===== src/mpdp_pkg.sv =====
// Types, constants and helpers of the memory pressure defense policy.
package mpdp_pkg;

    localparam int unsigned PageW   = 31;
    localparam int unsigned WordW   = 32;
    localparam int unsigned CfgIdxW = 3;
    localparam int unsigned DivCntW = $clog2(WordW);

    typedef logic [1:0] t_mode;

    localparam t_mode MODE_OFF       = 2'd0;
    localparam t_mode MODE_AUTO_LOW  = 2'd1;
    localparam t_mode MODE_AUTO_HIGH = 2'd2;
    localparam t_mode MODE_FORCED    = 2'd3;

    localparam logic [CfgIdxW-1:0] CFG_THRESHOLD   = 3'd0;
    localparam logic [CfgIdxW-1:0] CFG_MANUAL_RATE = 3'd1;
    localparam logic [CfgIdxW-1:0] CFG_ENTRY_MODE  = 3'd2;
    localparam logic [CfgIdxW-1:0] CFG_PACKET_MODE = 3'd3;
    localparam logic [CfgIdxW-1:0] CFG_SECURE_MODE = 3'd4;

    localparam logic [WordW-1:0] THRESHOLD_RST   = 32'd1024;
    localparam logic [WordW-1:0] MANUAL_RATE_RST = 32'd10;

    typedef struct packed {
        logic [PageW-1:0] free_pages;
        logic [PageW-1:0] buffered_pages;
    } t_in_item;

    typedef struct packed {
        logic             drop_entries;
        logic [WordW-1:0] drop_rate;
        logic             load_drop_counter;
        t_mode            entry_mode_now;
        t_mode            packet_mode_now;
        t_mode            secure_mode_now;
        logic             timeout_change;
        logic             secure_timeouts;
    } t_out_item;

    typedef enum logic [1:0] {
        ST_IDLE,
        ST_CALC,
        ST_DIV,
        ST_DONE
    } t_state;

    // Automatic modes follow the short-memory flag, others stay put.
    function automatic t_mode next_auto_mode(input t_mode mode, input logic short_mem);
        t_mode res;
        res = mode;
        if (mode == MODE_AUTO_LOW || mode == MODE_AUTO_HIGH) begin
            res = short_mem ? MODE_AUTO_HIGH : MODE_AUTO_LOW;
        end
        return res;
    endfunction

endpackage


===== src/memory_pressure_defense_policy.sv =====
// Top level of the memory pressure defense policy block.
//
//  channel | direction | handshake                  | payload
//  --------+-----------+----------------------------+------------------------------
//  cfg     | in        | i_cfg_valid / o_cfg_ready  | i_cfg_index, i_cfg_data
//  in      | in        | i_in_valid / o_in_stall    | i_in_item (free, buffered pages)
//  out     | out       | o_out_valid / i_out_stall  | o_out_item (policy decisions)
//
// A result reaches the output register after its item passes the CALC and DONE
// states when no rate division is needed; when the automatic packet policy
// divides, the DIV state lies between them: the 32-bit quotient comes out of
// one restoring subtractor, one bit per cycle. The next item is accepted only
// once the sequencer is back in IDLE, after the result is in the output register.
// i_rst_n is synchronous, active low; it restores register defaults and modes.
// o_in_stall is high from acceptance until the result is in the output
// register; that register holds a result under i_out_stall while the next
// item is taken. Configuration writes are always ready.
module memory_pressure_defense_policy (
    input  logic                             i_clk,
    input  logic                             i_rst_n,
    // configuration write port
    input  logic                             i_cfg_valid,
    output logic                             o_cfg_ready,
    input  logic [mpdp_pkg::CfgIdxW-1:0]     i_cfg_index,
    input  logic [mpdp_pkg::WordW-1:0]       i_cfg_data,
    // sample input
    input  logic                             i_in_valid,
    output logic                             o_in_stall,
    input  mpdp_pkg::t_in_item               i_in_item,
    // decision output
    output logic                             o_out_valid,
    input  logic                             i_out_stall,
    output mpdp_pkg::t_out_item              o_out_item
);

    // sequencer
    mpdp_pkg::t_state r_state, n_state;

    // configuration; the mode settings live in the running mode registers,
    // since a write loads them directly
    logic [mpdp_pkg::WordW-1:0] r_threshold,   n_threshold;
    logic [mpdp_pkg::WordW-1:0] r_manual_rate, n_manual_rate;

    // policy state
    mpdp_pkg::t_mode r_entry_mode,  n_entry_mode;
    mpdp_pkg::t_mode r_packet_mode, n_packet_mode;
    mpdp_pkg::t_mode r_secure_mode, n_secure_mode;
    mpdp_pkg::t_mode r_prev_secure, n_prev_secure;

    // working registers of one item
    logic [mpdp_pkg::WordW-1:0]   r_avail, n_avail;
    mpdp_pkg::t_out_item          r_res,   n_res;

    // restoring divider: remainder, dividend/quotient shift, divisor
    logic [mpdp_pkg::WordW-1:0]   r_rem, n_rem;
    logic [mpdp_pkg::WordW-1:0]   r_quo, n_quo;
    logic [mpdp_pkg::WordW-1:0]   r_div, n_div;
    logic [mpdp_pkg::DivCntW-1:0] r_cnt, n_cnt;

    // output register
    logic                r_out_valid, n_out_valid;
    mpdp_pkg::t_out_item r_out_item,  n_out_item;

    // combinational helpers
    logic                       short_mem;
    logic [mpdp_pkg::WordW:0]   trial;
    logic [mpdp_pkg::WordW:0]   shifted;
    mpdp_pkg::t_mode            sec_next;

    assign o_cfg_ready = 1'b1;
    assign o_in_stall  = (r_state != mpdp_pkg::ST_IDLE);
    assign o_out_valid = r_out_valid;
    assign o_out_item  = r_out_item;

    assign short_mem = (r_avail < r_threshold);
    // one divider step: shift in the next dividend bit, try the subtract
    assign shifted   = {r_rem, r_quo[mpdp_pkg::WordW-1]};
    assign trial     = shifted - {1'b0, r_div};
    assign sec_next  = mpdp_pkg::next_auto_mode(r_secure_mode, short_mem);

    always_comb begin
        n_state       = r_state;
        n_threshold   = r_threshold;
        n_manual_rate = r_manual_rate;
        n_entry_mode  = r_entry_mode;
        n_packet_mode = r_packet_mode;
        n_secure_mode = r_secure_mode;
        n_prev_secure = r_prev_secure;
        n_avail       = r_avail;
        n_res         = r_res;
        n_rem         = r_rem;
        n_quo         = r_quo;
        n_div         = r_div;
        n_cnt         = r_cnt;
        n_out_valid   = r_out_valid;
        n_out_item    = r_out_item;

        // output register drains when the consumer takes it
        if (r_out_valid && !i_out_stall) begin
            n_out_valid = 1'b0;
        end

        case (r_state)
            mpdp_pkg::ST_IDLE: begin
                if (i_in_valid) begin
                    // 31 + 31 bits never overflow 32
                    n_avail = {1'b0, i_in_item.free_pages}
                            + {1'b0, i_in_item.buffered_pages};
                    n_state = mpdp_pkg::ST_CALC;
                end
            end

            mpdp_pkg::ST_CALC: begin
                n_res = '0;

                // entry dropping
                case (r_entry_mode)
                    mpdp_pkg::MODE_FORCED: n_res.drop_entries = 1'b1;
                    mpdp_pkg::MODE_OFF:    n_res.drop_entries = 1'b0;
                    default:               n_res.drop_entries = short_mem;
                endcase
                n_entry_mode = mpdp_pkg::next_auto_mode(r_entry_mode, short_mem);

                // packet dropping; the automatic case needs the divider
                n_state = mpdp_pkg::ST_DONE;
                if (r_packet_mode == mpdp_pkg::MODE_FORCED) begin
                    n_res.drop_rate = r_manual_rate;
                end else if (r_packet_mode != mpdp_pkg::MODE_OFF && short_mem) begin
                    n_res.load_drop_counter = 1'b1;
                    n_rem   = '0;
                    n_quo   = r_threshold;
                    n_div   = r_threshold - r_avail;
                    n_cnt   = '0;
                    n_state = mpdp_pkg::ST_DIV;
                end
                n_packet_mode = mpdp_pkg::next_auto_mode(r_packet_mode, short_mem);

                // secure timeouts switch on crossing between levels 0-1 and 2-3
                n_secure_mode         = sec_next;
                n_res.timeout_change  = r_prev_secure[1] ^ sec_next[1];
                n_res.secure_timeouts = (r_prev_secure[1] ^ sec_next[1]) & sec_next[1];
                n_prev_secure         = sec_next;

                n_res.entry_mode_now  = n_entry_mode;
                n_res.packet_mode_now = n_packet_mode;
                n_res.secure_mode_now = sec_next;
            end

            mpdp_pkg::ST_DIV: begin
                if (!trial[mpdp_pkg::WordW]) begin
                    n_rem = trial[mpdp_pkg::WordW-1:0];
                    n_quo = {r_quo[mpdp_pkg::WordW-2:0], 1'b1};
                end else begin
                    n_rem = shifted[mpdp_pkg::WordW-1:0];
                    n_quo = {r_quo[mpdp_pkg::WordW-2:0], 1'b0};
                end
                n_cnt = r_cnt + 1'b1;
                if (r_cnt == mpdp_pkg::DivCntW'(mpdp_pkg::WordW - 1)) begin
                    n_res.drop_rate = n_quo;
                    n_state         = mpdp_pkg::ST_DONE;
                end
            end

            mpdp_pkg::ST_DONE: begin
                if (!r_out_valid || !i_out_stall) begin
                    n_out_valid = 1'b1;
                    n_out_item  = r_res;
                    n_state     = mpdp_pkg::ST_IDLE;
                end
            end

            default: begin
                n_state = mpdp_pkg::ST_IDLE;
            end
        endcase

        // register writes; the user issues them only while no item is in flight, the block itself does not enforce this
        if (i_cfg_valid) begin
            case (i_cfg_index)
                mpdp_pkg::CFG_THRESHOLD:   n_threshold   = i_cfg_data;
                mpdp_pkg::CFG_MANUAL_RATE: n_manual_rate = i_cfg_data;
                mpdp_pkg::CFG_ENTRY_MODE:  n_entry_mode  = i_cfg_data[1:0];
                mpdp_pkg::CFG_PACKET_MODE: n_packet_mode = i_cfg_data[1:0];
                mpdp_pkg::CFG_SECURE_MODE: n_secure_mode = i_cfg_data[1:0];
                default: ;
            endcase
        end
    end

    always_ff @(posedge i_clk) begin
        if (!i_rst_n) begin
            r_state <= mpdp_pkg::ST_IDLE;
        end else begin
            r_state <= n_state;
        end
    end

    always_ff @(posedge i_clk) begin
        if (!i_rst_n) begin
            r_threshold   <= mpdp_pkg::THRESHOLD_RST;
            r_manual_rate <= mpdp_pkg::MANUAL_RATE_RST;
            r_entry_mode  <= mpdp_pkg::MODE_OFF;
            r_packet_mode <= mpdp_pkg::MODE_OFF;
            r_secure_mode <= mpdp_pkg::MODE_OFF;
            r_prev_secure <= mpdp_pkg::MODE_OFF;
            r_out_valid   <= 1'b0;
        end else begin
            r_threshold   <= n_threshold;
            r_manual_rate <= n_manual_rate;
            r_entry_mode  <= n_entry_mode;
            r_packet_mode <= n_packet_mode;
            r_secure_mode <= n_secure_mode;
            r_prev_secure <= n_prev_secure;
            r_out_valid   <= n_out_valid;
        end
    end

    // payload, no reset
    always_ff @(posedge i_clk) begin
        r_avail    <= n_avail;
        r_res      <= n_res;
        r_rem      <= n_rem;
        r_quo      <= n_quo;
        r_div      <= n_div;
        r_cnt      <= n_cnt;
        r_out_item <= n_out_item;
    end

endmodule


===== config.mk =====
export PLATFORM = sky130hd
export DESIGN_NAME = memory_pressure_defense_policy
export DESIGN_NICKNAME = d
export VERILOG_FILES = /design/src/mpdp_pkg.sv /design/src/memory_pressure_defense_policy.sv
export SDC_FILE = /design/constraint.sdc
export NUM_CORES = 1
export LEC_CHECK = 0
export BUFFER_PORTS_ARGS = -buffer_cell sky130_fd_sc_hd__buf_2
export CORE_UTILIZATION = 30
export DETAILED_ROUTE_END_ITERATION = 10
export PLACE_DENSITY = 0.44
export SYNTH_ARGS = -nofsm -noshare
export SYNTH_HDL_FRONTEND = slang
export SYNTH_SLANG_ARGS = --single-unit

===== constraint.sdc =====
create_clock -name i_clk -period 5.01 [get_ports i_clk]
set_input_delay 0.2505 -clock i_clk [delete_from_list [all_inputs] [get_ports i_clk]]
set_output_delay 0.2505 -clock i_clk [all_outputs]
set_load 0.005 [all_outputs]

=== After elaboration in Yosys (flattened, before gate mapping) ===
Cells that the tools add are included.

* Bits in latches: 0
* Bits in writable memories: 0
* Output and inout bits: 45
* Input port bits: 102
* Register bits after elaboration: 292
* Logic and storage cells: 118
* Memories: 0
* Memory bits (read-only): 0

* $mul: 0
* Bitwise operators: 3
* Shift-type cells: 0
* Add/sub/neg operators: 4
* Divide/modulo/power cells: 0
* Mux-type cells: 38
* Order comparisons: 1
* Eq/ne operators: 21
* Reduce and logical (&&, ||, !) cells: 22

{| class="wikitable"
|+ Operator list
! kind !! count
|-
| 32-bit 2-to-1 mux || 7
|-
| 32-bit case mux with 2 select lines || 3
|-
| 33-bit by 32-bit subtractor with 33-bit output || 1
|-
| 31-bit by 31-bit adder with 32-bit output || 1
|-
| 32-bit < comparator || 1
|-
| 2-bit 2-to-1 mux || 16
|-
| 32-bit subtractor || 1
|-
| 2-bit equality test (second input constant) || 7
|-
| 5-bit 2-to-1 mux || 2
|-
| 2-bit inequality test (second input constant) || 5
|-
| 5-bit case mux with 2 select lines || 1
|-
| 2-bit AND reduction || 5
|-
| 3-bit AND reduction || 3
|-
| 2-bit by 1-bit equality test with 1-bit output (second input constant) || 4
|-
| 2-bit case mux with 4 select lines || 1
|-
| 1-bit 2-to-1 mux || 7
|-
| 3-bit by 2-bit equality test with 1-bit output (second input constant) || 2
|-
| 2-bit nonzero test || 3
|-
| 5-bit by 1-bit adder with 5-bit output (second input constant) || 1
|-
| 5-bit equality test (second input constant) || 1
|-
| 2-bit zero test || 2
|-
| 1-bit logical OR || 4
|-
| 3-bit by 1-bit equality test with 1-bit output (second input constant) || 1
|-
| 3-bit equality test (second input constant) || 1
|-
| other kinds (7) || 9
|}

=== Longest topological paths before layout ===
Gate-level depths: netlist of run 1.

* Depth after elaboration: 6
* Mapped depth: 13

=== Worst setup path before layout of run 1 ===
Ideal clock, no wire load.

* Kind: register to register
* Start: register r_threshold[0] in the netlist's numbering
* End: register r_cnt[0] in the netlist's numbering (enable)
* Clock period less this slack: 4.314 ns
* Library setup time: 0.435 ns
* Required time: 4.575 ns
* Buffers on the path: 1
* Arrival: 3.880 ns
* Stages on the path, launching flop included: 14
* Setup slack: 0.696 ns
* Cells stage by stage: dfxtp_1 -> inv_1 -> ha_1 -> fa_1 -> nor2b_1 -> o31a_1 -> o21ai_0 -> a21oi_1 -> o21ai_0 -> a31o_1 -> a21oi_2 -> buf_6 -> a21o_1 -> and2_1

* Cells in the longest elaborated chain, start to end: 4

{| class="wikitable"
|+ RTL lines
! element !! line !! source
|-
| start: declaration || memory_pressure_defense_policy.sv:41 || <nowiki>logic [mpdp_pkg::WordW-1:0] r_threshold, n_threshold;</nowiki>
|-
| start signal: assignment || memory_pressure_defense_policy.sv:200 || <nowiki>r_threshold <= mpdp_pkg::THRESHOLD_RST;</nowiki>
|-
| start signal: assignment || memory_pressure_defense_policy.sv:208 || <nowiki>r_threshold <= n_threshold;</nowiki>
|-
| 32-bit < comparator || memory_pressure_defense_policy.sv:75 || <nowiki>assign short_mem = (r_avail < r_threshold);</nowiki>
|-
| 1-bit logical AND || memory_pressure_defense_policy.sv:128 || <nowiki>end else if (r_packet_mode != mpdp_pkg::MODE_OFF && short_mem) begin</nowiki>
|-
| 2-bit inequality test (no line) || -- ||
|-
| 3-bit AND reduction (no line) || -- ||
|-
| end signal: assignment || memory_pressure_defense_policy.sv:225 || <nowiki>r_cnt <= n_cnt;</nowiki>
|-
| end: declaration || memory_pressure_defense_policy.sv:58 || <nowiki>logic [mpdp_pkg::DivCntW-1:0] r_cnt, n_cnt;</nowiki>
|}

No other way between the ends.
A chain may end at the register's enable or synchronous reset.

=== Worst setup path after layout of run 1 ===
* Start: register r_threshold[0] in the netlist's numbering
* End: register r_rem[11] in the netlist's numbering (enable)

* Cells in the longest elaborated chain, start to end: 4

{| class="wikitable"
|+ RTL lines
! element !! line !! source
|-
| 32-bit < comparator || memory_pressure_defense_policy.sv:75 ||
|-
| 1-bit logical AND || memory_pressure_defense_policy.sv:128 ||
|-
| 2-bit inequality test (no line) || -- ||
|-
| 3-bit AND reduction (no line) || -- ||
|-
| end signal: assignment || memory_pressure_defense_policy.sv:222 || <nowiki>r_rem <= n_rem;</nowiki>
|-
| end: declaration || memory_pressure_defense_policy.sv:55 || <nowiki>logic [mpdp_pkg::WordW-1:0] r_rem, n_rem;</nowiki>
|}

No other way between the ends.

==> run summary, run 1 <==
critical path, cell by cell: inv_1, ha_1, fa_1, nor2b_1, o31a_1, o21ai_0, a21oi_1, o21ai_0, a31o_1, a21oi_2, a21o_1, and2_2, buf_12
Clock Power Share: 0.271
top post-synthesis cells by area: edfxtp_1, dfxtp_1, ha_1
post-synth cell types: 82
Root Buffer: clkbuf_16
Die ar.: 54600 um2
Tmin final: 3.78 ns
drt pass-1 iters: 7
TritonCTS buffer count: 36
clk_lat worst skew: 0.54 ns
per-cell routed wire length: 17.8 um
post-CTS setup buffers: 0
number of DRC markers in iteration 0: 821
largest net degree at the start of global routing: 57
Pleak: 7.66 nW
Mapped Avg Cell Area: 10.5 um2
Post-Synthesis Cells: 1539
crit path kind: reg -> reg
antenna violations before repair: 1
yosys warns: 0
combinational share of power: 0.329
Post-Route WL: 43200 um
crit path DAT: 3.99 ns
Final #Nets: 1923
clock skew: 0.0135 ns
crit-path max cell delay: 0.58 ns
FMAX: 0.265 GHz
Die H: 234 um
DR vias/cell: 4.86
sw frac: 0.339
Bufs on Longest Clock Path: 3
post-layout util: 0.361
sequential fraction of the synthesis area: 0.496
first-pass GRT wire length: 66100 um
setup TNS: 0 ns
Synth Cell Area: 16100 um2
# diodes: 0
vias in the first global route: 11500
dominant synthesized flop cell: edfxtp_1
CTS tree: yes
min-delay worst type: in -> reg
source of the worst hold timing path: i_out_stall
Total Routing Usage GR: 0.158
# IOs: 147
Critical Path Start: r_threshold[0]
DRC: 0
Net Switching: 3.15 mW
worst reg-to-reg path cell count: 13
WP buf/inv: 2
Starting Density: 0.305
layout cells sized above 1: 0.157
DRT antenna net count: 0
Slew Limit Fails: 0
pwr dens: 489 nW/um2
clock slew at reported path FFs: 0.05 ns
Sequential Power Share: 0.400
Final Hold Fails: 0
Synth area leader: edfxtp_1
Crit-path slowest cell: a21oi_2
total congestion overflow: 0
Synth Net Count: 1750
H-tree Lvls: 2
gp weighted congestion: 0.828
Detail Placement HPWL: 31800 um
Max-slew headroom: 0.211
core area: 52800 um2
EDFF count, synth: 217
Port Buffers: 145
critical path endpoint category: flip-flop
Die X: 234 um
Synth Register Bits: 291
Worst Path Max Fanout: 41
asr flop ratio synth: 0
area share of the largest cell type after synthesis: 0.405
Finished Layout Cells: 2425
Placed Cells: 2332
maximum VDD drop: 0.216 mV
outcome: finished, final reports clean
CP top delay family: compound AO/OA/AOI/OAI gates
Startpoint Class: flip-flop
crit-path most repeated cell: o21ai_0
worst slew pin tran: 1.18 ns
Rows: 84
Setup violations, final: 0
multi-input gate area in the final layout: 7510 um2
register area: 8000 um2
Vias: 11800
reg2reg start: r_threshold[0]
Worst EP required: 5.22 ns
Int Pwr: 6.14 mW
unrepaired setup endpoints after global routing: no
period utilisation layout: 0.754
WHS Path Cells: 3
# clock sinks: 291
Worst path depth: 13
max_cap viols: 0
Area growth syn-to-layout: 18.1%
Layout fillers: 5380
==> timing repair <==
item | 4_1_cts | 5_1_grt
hold buffers | 30 | 0
hold endpoints to repair | 52 | 0
resized for setup | 0 | 0
endpoints found under the setup margin | 0 | 0
==> routing by layer <==
metal  vias to the layer above  share of wire  track usage
li1                       5899              -            -
met1                      5606           0.45        0.204
met2                       226           0.49        0.272
met3                        52          0.042       0.0295
met4                         0          0.018       0.0390
met5                         -              0            0
==> layout by cell type, fill, tap and decap left out, drive strengths merged, types with 9 or more instances in the layout <==
cell type / count
xnor2: 53
and2: 10
mux2i: 29
o21a: 11
a22o: 31
nor3: 18
o211ai: 11
and3: 10
o21bai: 9
dlygate4sd3: 30
nand3: 52
nor2b: 18
a21o: 33
a21oi: 85
clkbuf: 47
edfxtp: 217
a21boi: 66
mux2: 32
nor2: 93
buf: 156
clkinv: 11
xor2: 25
ha: 106
inv: 106
nand2: 210
dfxtp: 74
o21ai: 68
nand4: 10
nand2b: 16
==> worst reg2reg max path, cell delays in order, from the launching register on <==
cell and delay [ns]:
dfxtp_1 0.33, inv_1 0.06, ha_1 0.23, fa_1 0.41, nor2b_1 0.19, o31a_1 0.19, o21ai_0 0.12, a21oi_1 0.26
o21ai_0 0.16, a31o_1 0.21, a21oi_2 0.58, a21o_1 0.23, and2_2 0.21, buf_12 0.26
==> flip-flops by register name, indices dropped and copies added (netlist names), 32 cells and up <==
signal         count
r_res             42
r_avail           32
r_quo             32
o_out_item        42
r_rem             32
r_div             32
r_threshold       32
r_manual_rate     32
==> cell families after synthesis <==
kind of cell | count (synthesis) | synth area share
and+or+nand+nor | 465 | 0.132
AOI/OAI and AO/OA | 376 | 0.161
DFF | 291 | 0.496
buffers and inverters | 156 | 0.0401
adders and majority gates | 111 | 0.0875
xor gates and xnor gates | 78 | 0.0424
muxes | 61 | 0.0404
other | 1 | 0.000233
==> area by class of cell <==
class / instances / area share
clock buffer: 47 / 0.0517
tap: 688 / 0.0453
clock inverter: 16 / 0.00770
multi-input combinational: 1092 / 0.395
sequential: 291 / 0.420
timing repair buffer: 186 / 0.0596
inverter: 105 / 0.0207
==> power groups by stage <==
stage	clock network, mW	logic [mW]	registers [mW]
after floorplan	0	2.33	3.66
after global placement	0	3.08	3.77
after detailed placement	0	3.08	3.77
after CTS	2.60	3.11	3.73
after global routing	2.70	3.42	3.78
final	2.52	3.06	3.72
==> synth_stat cells (25+ instances only) <==
master and number:
edfxtp_1 217, a21oi_1 82, ha_1 106, xor2_1 25
nor2_1 93, nand3_1 50, o21ai_0 65, mux2_2 31
xnor2_1 53, a21boi_0 66, clkbuf_1 39, mux2i_1 29
inv_1 104, a22o_1 31, nand2_1 210, dfxtp_1 74
a21o_1 33
==> final timing paths <==
kind	endpoint	slack (ns)
worst min-delay path	o_out_valid	0.03
worst max register to register	r_rem[11]	1.23
worst max-delay path	r_rem[11]	1.23
worst min register to register	o_out_item[27]	0.42
==> stage by stage <==
stage	hold slack (ns)	instance area (um2)	power [mW]	setup slack, ns
after floorplan	0.374	16100	5.98	0.696
after global placement	0.406	17600	6.85	1.34
after detailed placement	0.405	17600	6.85	1.28
after CTS	0.00477	19000	9.45	1.26
after global routing	0.0171	19000	9.89	1.08
final	0.0322	19000	9.29	1.23
Power figures use the tool's default switching activity.
==> run 2, diff against run 1 <==
==> constraint.sdc (replaced) <==
create_clock -name i_clk -period 3.8 [get_ports i_clk]
set_input_delay 0.19 -clock i_clk [delete_from_list [all_inputs] [get_ports i_clk]]
set_output_delay 0.19 -clock i_clk [all_outputs]
set_load 0.005 [all_outputs]
==> run 2 against run 1 <==
  * Clock-buffer cell count is 1 higher
  * Non-clock buffer count grew 12
  * Sequential cell count is the same
  * Total power rose by 34%
  * Critical path depth is the same
  * Design area grew 1.1%
  * Sequential power up 31%
  * Hold slack better by 0.0063 ns
  * Die area unchanged
  * Routed wire length shrank 1.3%
  * Register-to-register slack worse by 0.90 ns
  * First-iteration DRC count fell by 25%
  * Critical path type unchanged
  * Largest power group unchanged
==> run summary, run 2 (synthesis gave the netlist of run 1 again) <==
hold bufs inserted after CTS: 34 (+13%)
CP endpoint: r_rem[2]
CP top delay family: compound AO/OA/AOI/OAI gates
Worst EP required: 4.09 ns (-1.13 ns)
Layout fillers: 5341 (-0.72%)
Area growth syn-to-layout: 19.3%
DRT antenna net count: 0 (unchanged)
Tmin final: 3.47 ns (-0.310 ns)
per-cell routed wire length: 17.5 um (-2.0%)
critical path endpoint category: flip-flop
# diodes: 0 (unchanged)
gp weighted congestion: 0.798 (-3.6%)
# clock sinks: 291 (unchanged)
antenna violations before repair: 0 (-1)
CTS tree: yes
TritonCTS buffer count: 37 (+2.8%)
period utilisation layout: 0.912 (+0.158)
layout cells sized above 1: 0.163 (+0.00656)
Detail Placement HPWL: 31500 um (-1.1%)
Starting Density: 0.305 (unchanged)
Worst Path Max Fanout: 13 (-68%)
reg2reg end: r_rem[2]
Setup violations, final: 0 (unchanged)
DRC: 0 (unchanged)
Crit-path slowest cell: a2111o_1
PostCTS Resize Cnt: 0 (unchanged)
vias in the first global route: 11700 (+1.6%)
outcome: finished, final reports clean
Vias: 11800 (+0.25%)
worst reg-to-reg path cell count: 13 (unchanged)
Max-slew headroom: 0.263 (+0.0523)
post-place setup slack: 0.373 ns (-0.910 ns)
clock skew: 0.0183 ns (+0.00472 ns)
Worst path depth: 13 (unchanged)
Slew Limit Fails: 0 (unchanged)
pwr dens: 647 nW/um2 (+32%)
H-tree Lvls: 2 (unchanged)
number of DRC markers in iteration 0: 613 (-25%)
maximum VDD drop: 0.260 mV (+20%)
critical path, cell by cell: inv_1, ha_1, fa_1, and2b_1, o31ai_1, a221oi_2, o211ai_2, a2111o_1, a21bo_1, nand3_4, buf_4, mux2i_1, nor2_1
WP buf/inv: 2 (unchanged)
commonest non-fill, non-tap cell in the layout: edfxtp_1
Startpoint Class: flip-flop
max_cap viols: 0 (unchanged)
Final Hold Fails: 0 (unchanged)
setup TNS: 0 ns (unchanged)
Post-Route WL: 42700 um (-1.3%)
clk_lat worst skew: 0.56 ns (+0.02 ns)
FMAX: 0.289 GHz (+8.9%)
core area: 52800 um2 (unchanged)
Rows: 84 (unchanged)
Total Routing Usage GR: 0.157 (-0.00161)
Die H: 234 um (unchanged)
crit path kind: reg -> reg
worst slew pin tran: 1.10 ns (-0.0740 ns)
Setup WS post-layout: 0.334 ns (-0.900 ns)
Pleak: 7.77 nW (+1.4%)
Final #Nets: 1936 (+0.68%)
first-pass GRT wire length: 66200 um (+0.13%)
Bufs on Longest Clock Path: 3 (unchanged)
R2R setup slack: 0.33 ns (-0.90 ns)
Port Buffers: 145 (unchanged)
drt pass-1 iters: 7 (unchanged)
min-delay worst type: in -> reg
Root Buffer: clkbuf_16
clock slew at reported path FFs: 0.06 ns (about the same)
most frequent cells in the layout: edfxtp_1, nand2_1, buf_2, ha_1, inv_1
Critical Path Start: r_quo[31]
unrepaired setup endpoints after global routing: no
DR vias/cell: 4.84 (-0.41%)
post-CTS setup buffers: 0 (unchanged)
Die X: 234 um (unchanged)
Die ar.: 54600 um2 (unchanged)
largest net degree at the start of global routing: 78 (+37%)
crit-path max cell delay: 0.47 ns (-0.11 ns)
crit path DAT: 3.76 ns (-0.23 ns)
# IOs: 147 (unchanged)
reg2reg start: r_quo[31]
total congestion overflow: 0 (unchanged)
run 2: how the worst min path moves through the flow:
stage / startpoint / endpoint / cells past startpoint
after floorplan: i_cfg_data[10] / r_threshold[10] / 2
after global placement: r_res[20] / o_out_item[20] / 0
after detailed placement: r_res[0] / o_out_item[0] / 0
after CTS: i_cfg_valid / r_entry_mode[0] / 3
after global routing: i_in_item[31] / r_avail[0] / 2
final: i_cfg_valid / r_entry_mode[0] / 3
run 2: report_power, final:
part | switching, mW | internal (mW) | leakage (nW) | total [mW]
Combinational | 2.40 | 1.68 | 4.52 | 4.08
Sequential | 0.388 | 4.50 | 2.65 | 4.89
Clock | 1.40 | 2.07 | 0.601 | 3.47
Total | 4.18 | 8.26 | 7.77 | 12.4
run 2: routing by layer:
metal | vias up | routed length (um) | track usage | share of wire
li1 | 5918 | - | - | -
met1 | 5665 | 20300 | 0.209 | 0.47
met2 | 176 | 20200 | 0.264 | 0.47
met3 | 53 | 1360 | 0.0242 | 0.032
met4 | 0 | 880 | 0.0406 | 0.021
met5 | - | 0 | 0 | 0
run 2: cell type report:
cell class | instances | area, um2 | area share
inverters | 105 | 394 | 0.0205
well taps | 688 | 861 | 0.0448
repair buffers | 198 | 1250 | 0.0648
clock inverters | 19 | 169 | 0.00879
multi-input cells | 1092 | 7520 | 0.391
clock buffers | 48 | 1040 | 0.0540
flip-flops and latches | 291 | 8000 | 0.416
run 2: worst register-to-register path: cells and delay by family, from the launching register on:
kind	cells	cell delay [ns]
simple gates	3	0.39
buf+inv	2	0.30
fa+ha+maj	2	0.63
compound gates	5	1.33
flops	1	0.32
mux	1	0.24
run 2: stage by stage:
stage | hold WS [ns] | utilization | cells | area [um2] | power [mW]
2_1_floorplan | 0.314 | - | 1539 | 16100 | 7.87
3_3_place_gp | 0.405 | 0.335 | 2340 | 17700 | 9.03
3_5_place_dp | 0.405 | 0.335 | 2340 | 17700 | 9.04
4_1_cts | 0.00699 | 0.364 | 2441 | 19200 | 12.6
5_1_grt | 0.0495 | 0.364 | 2441 | 19200 | 13.2
6_report | 0.0385 | 0.364 | 2441 | 19200 | 12.4
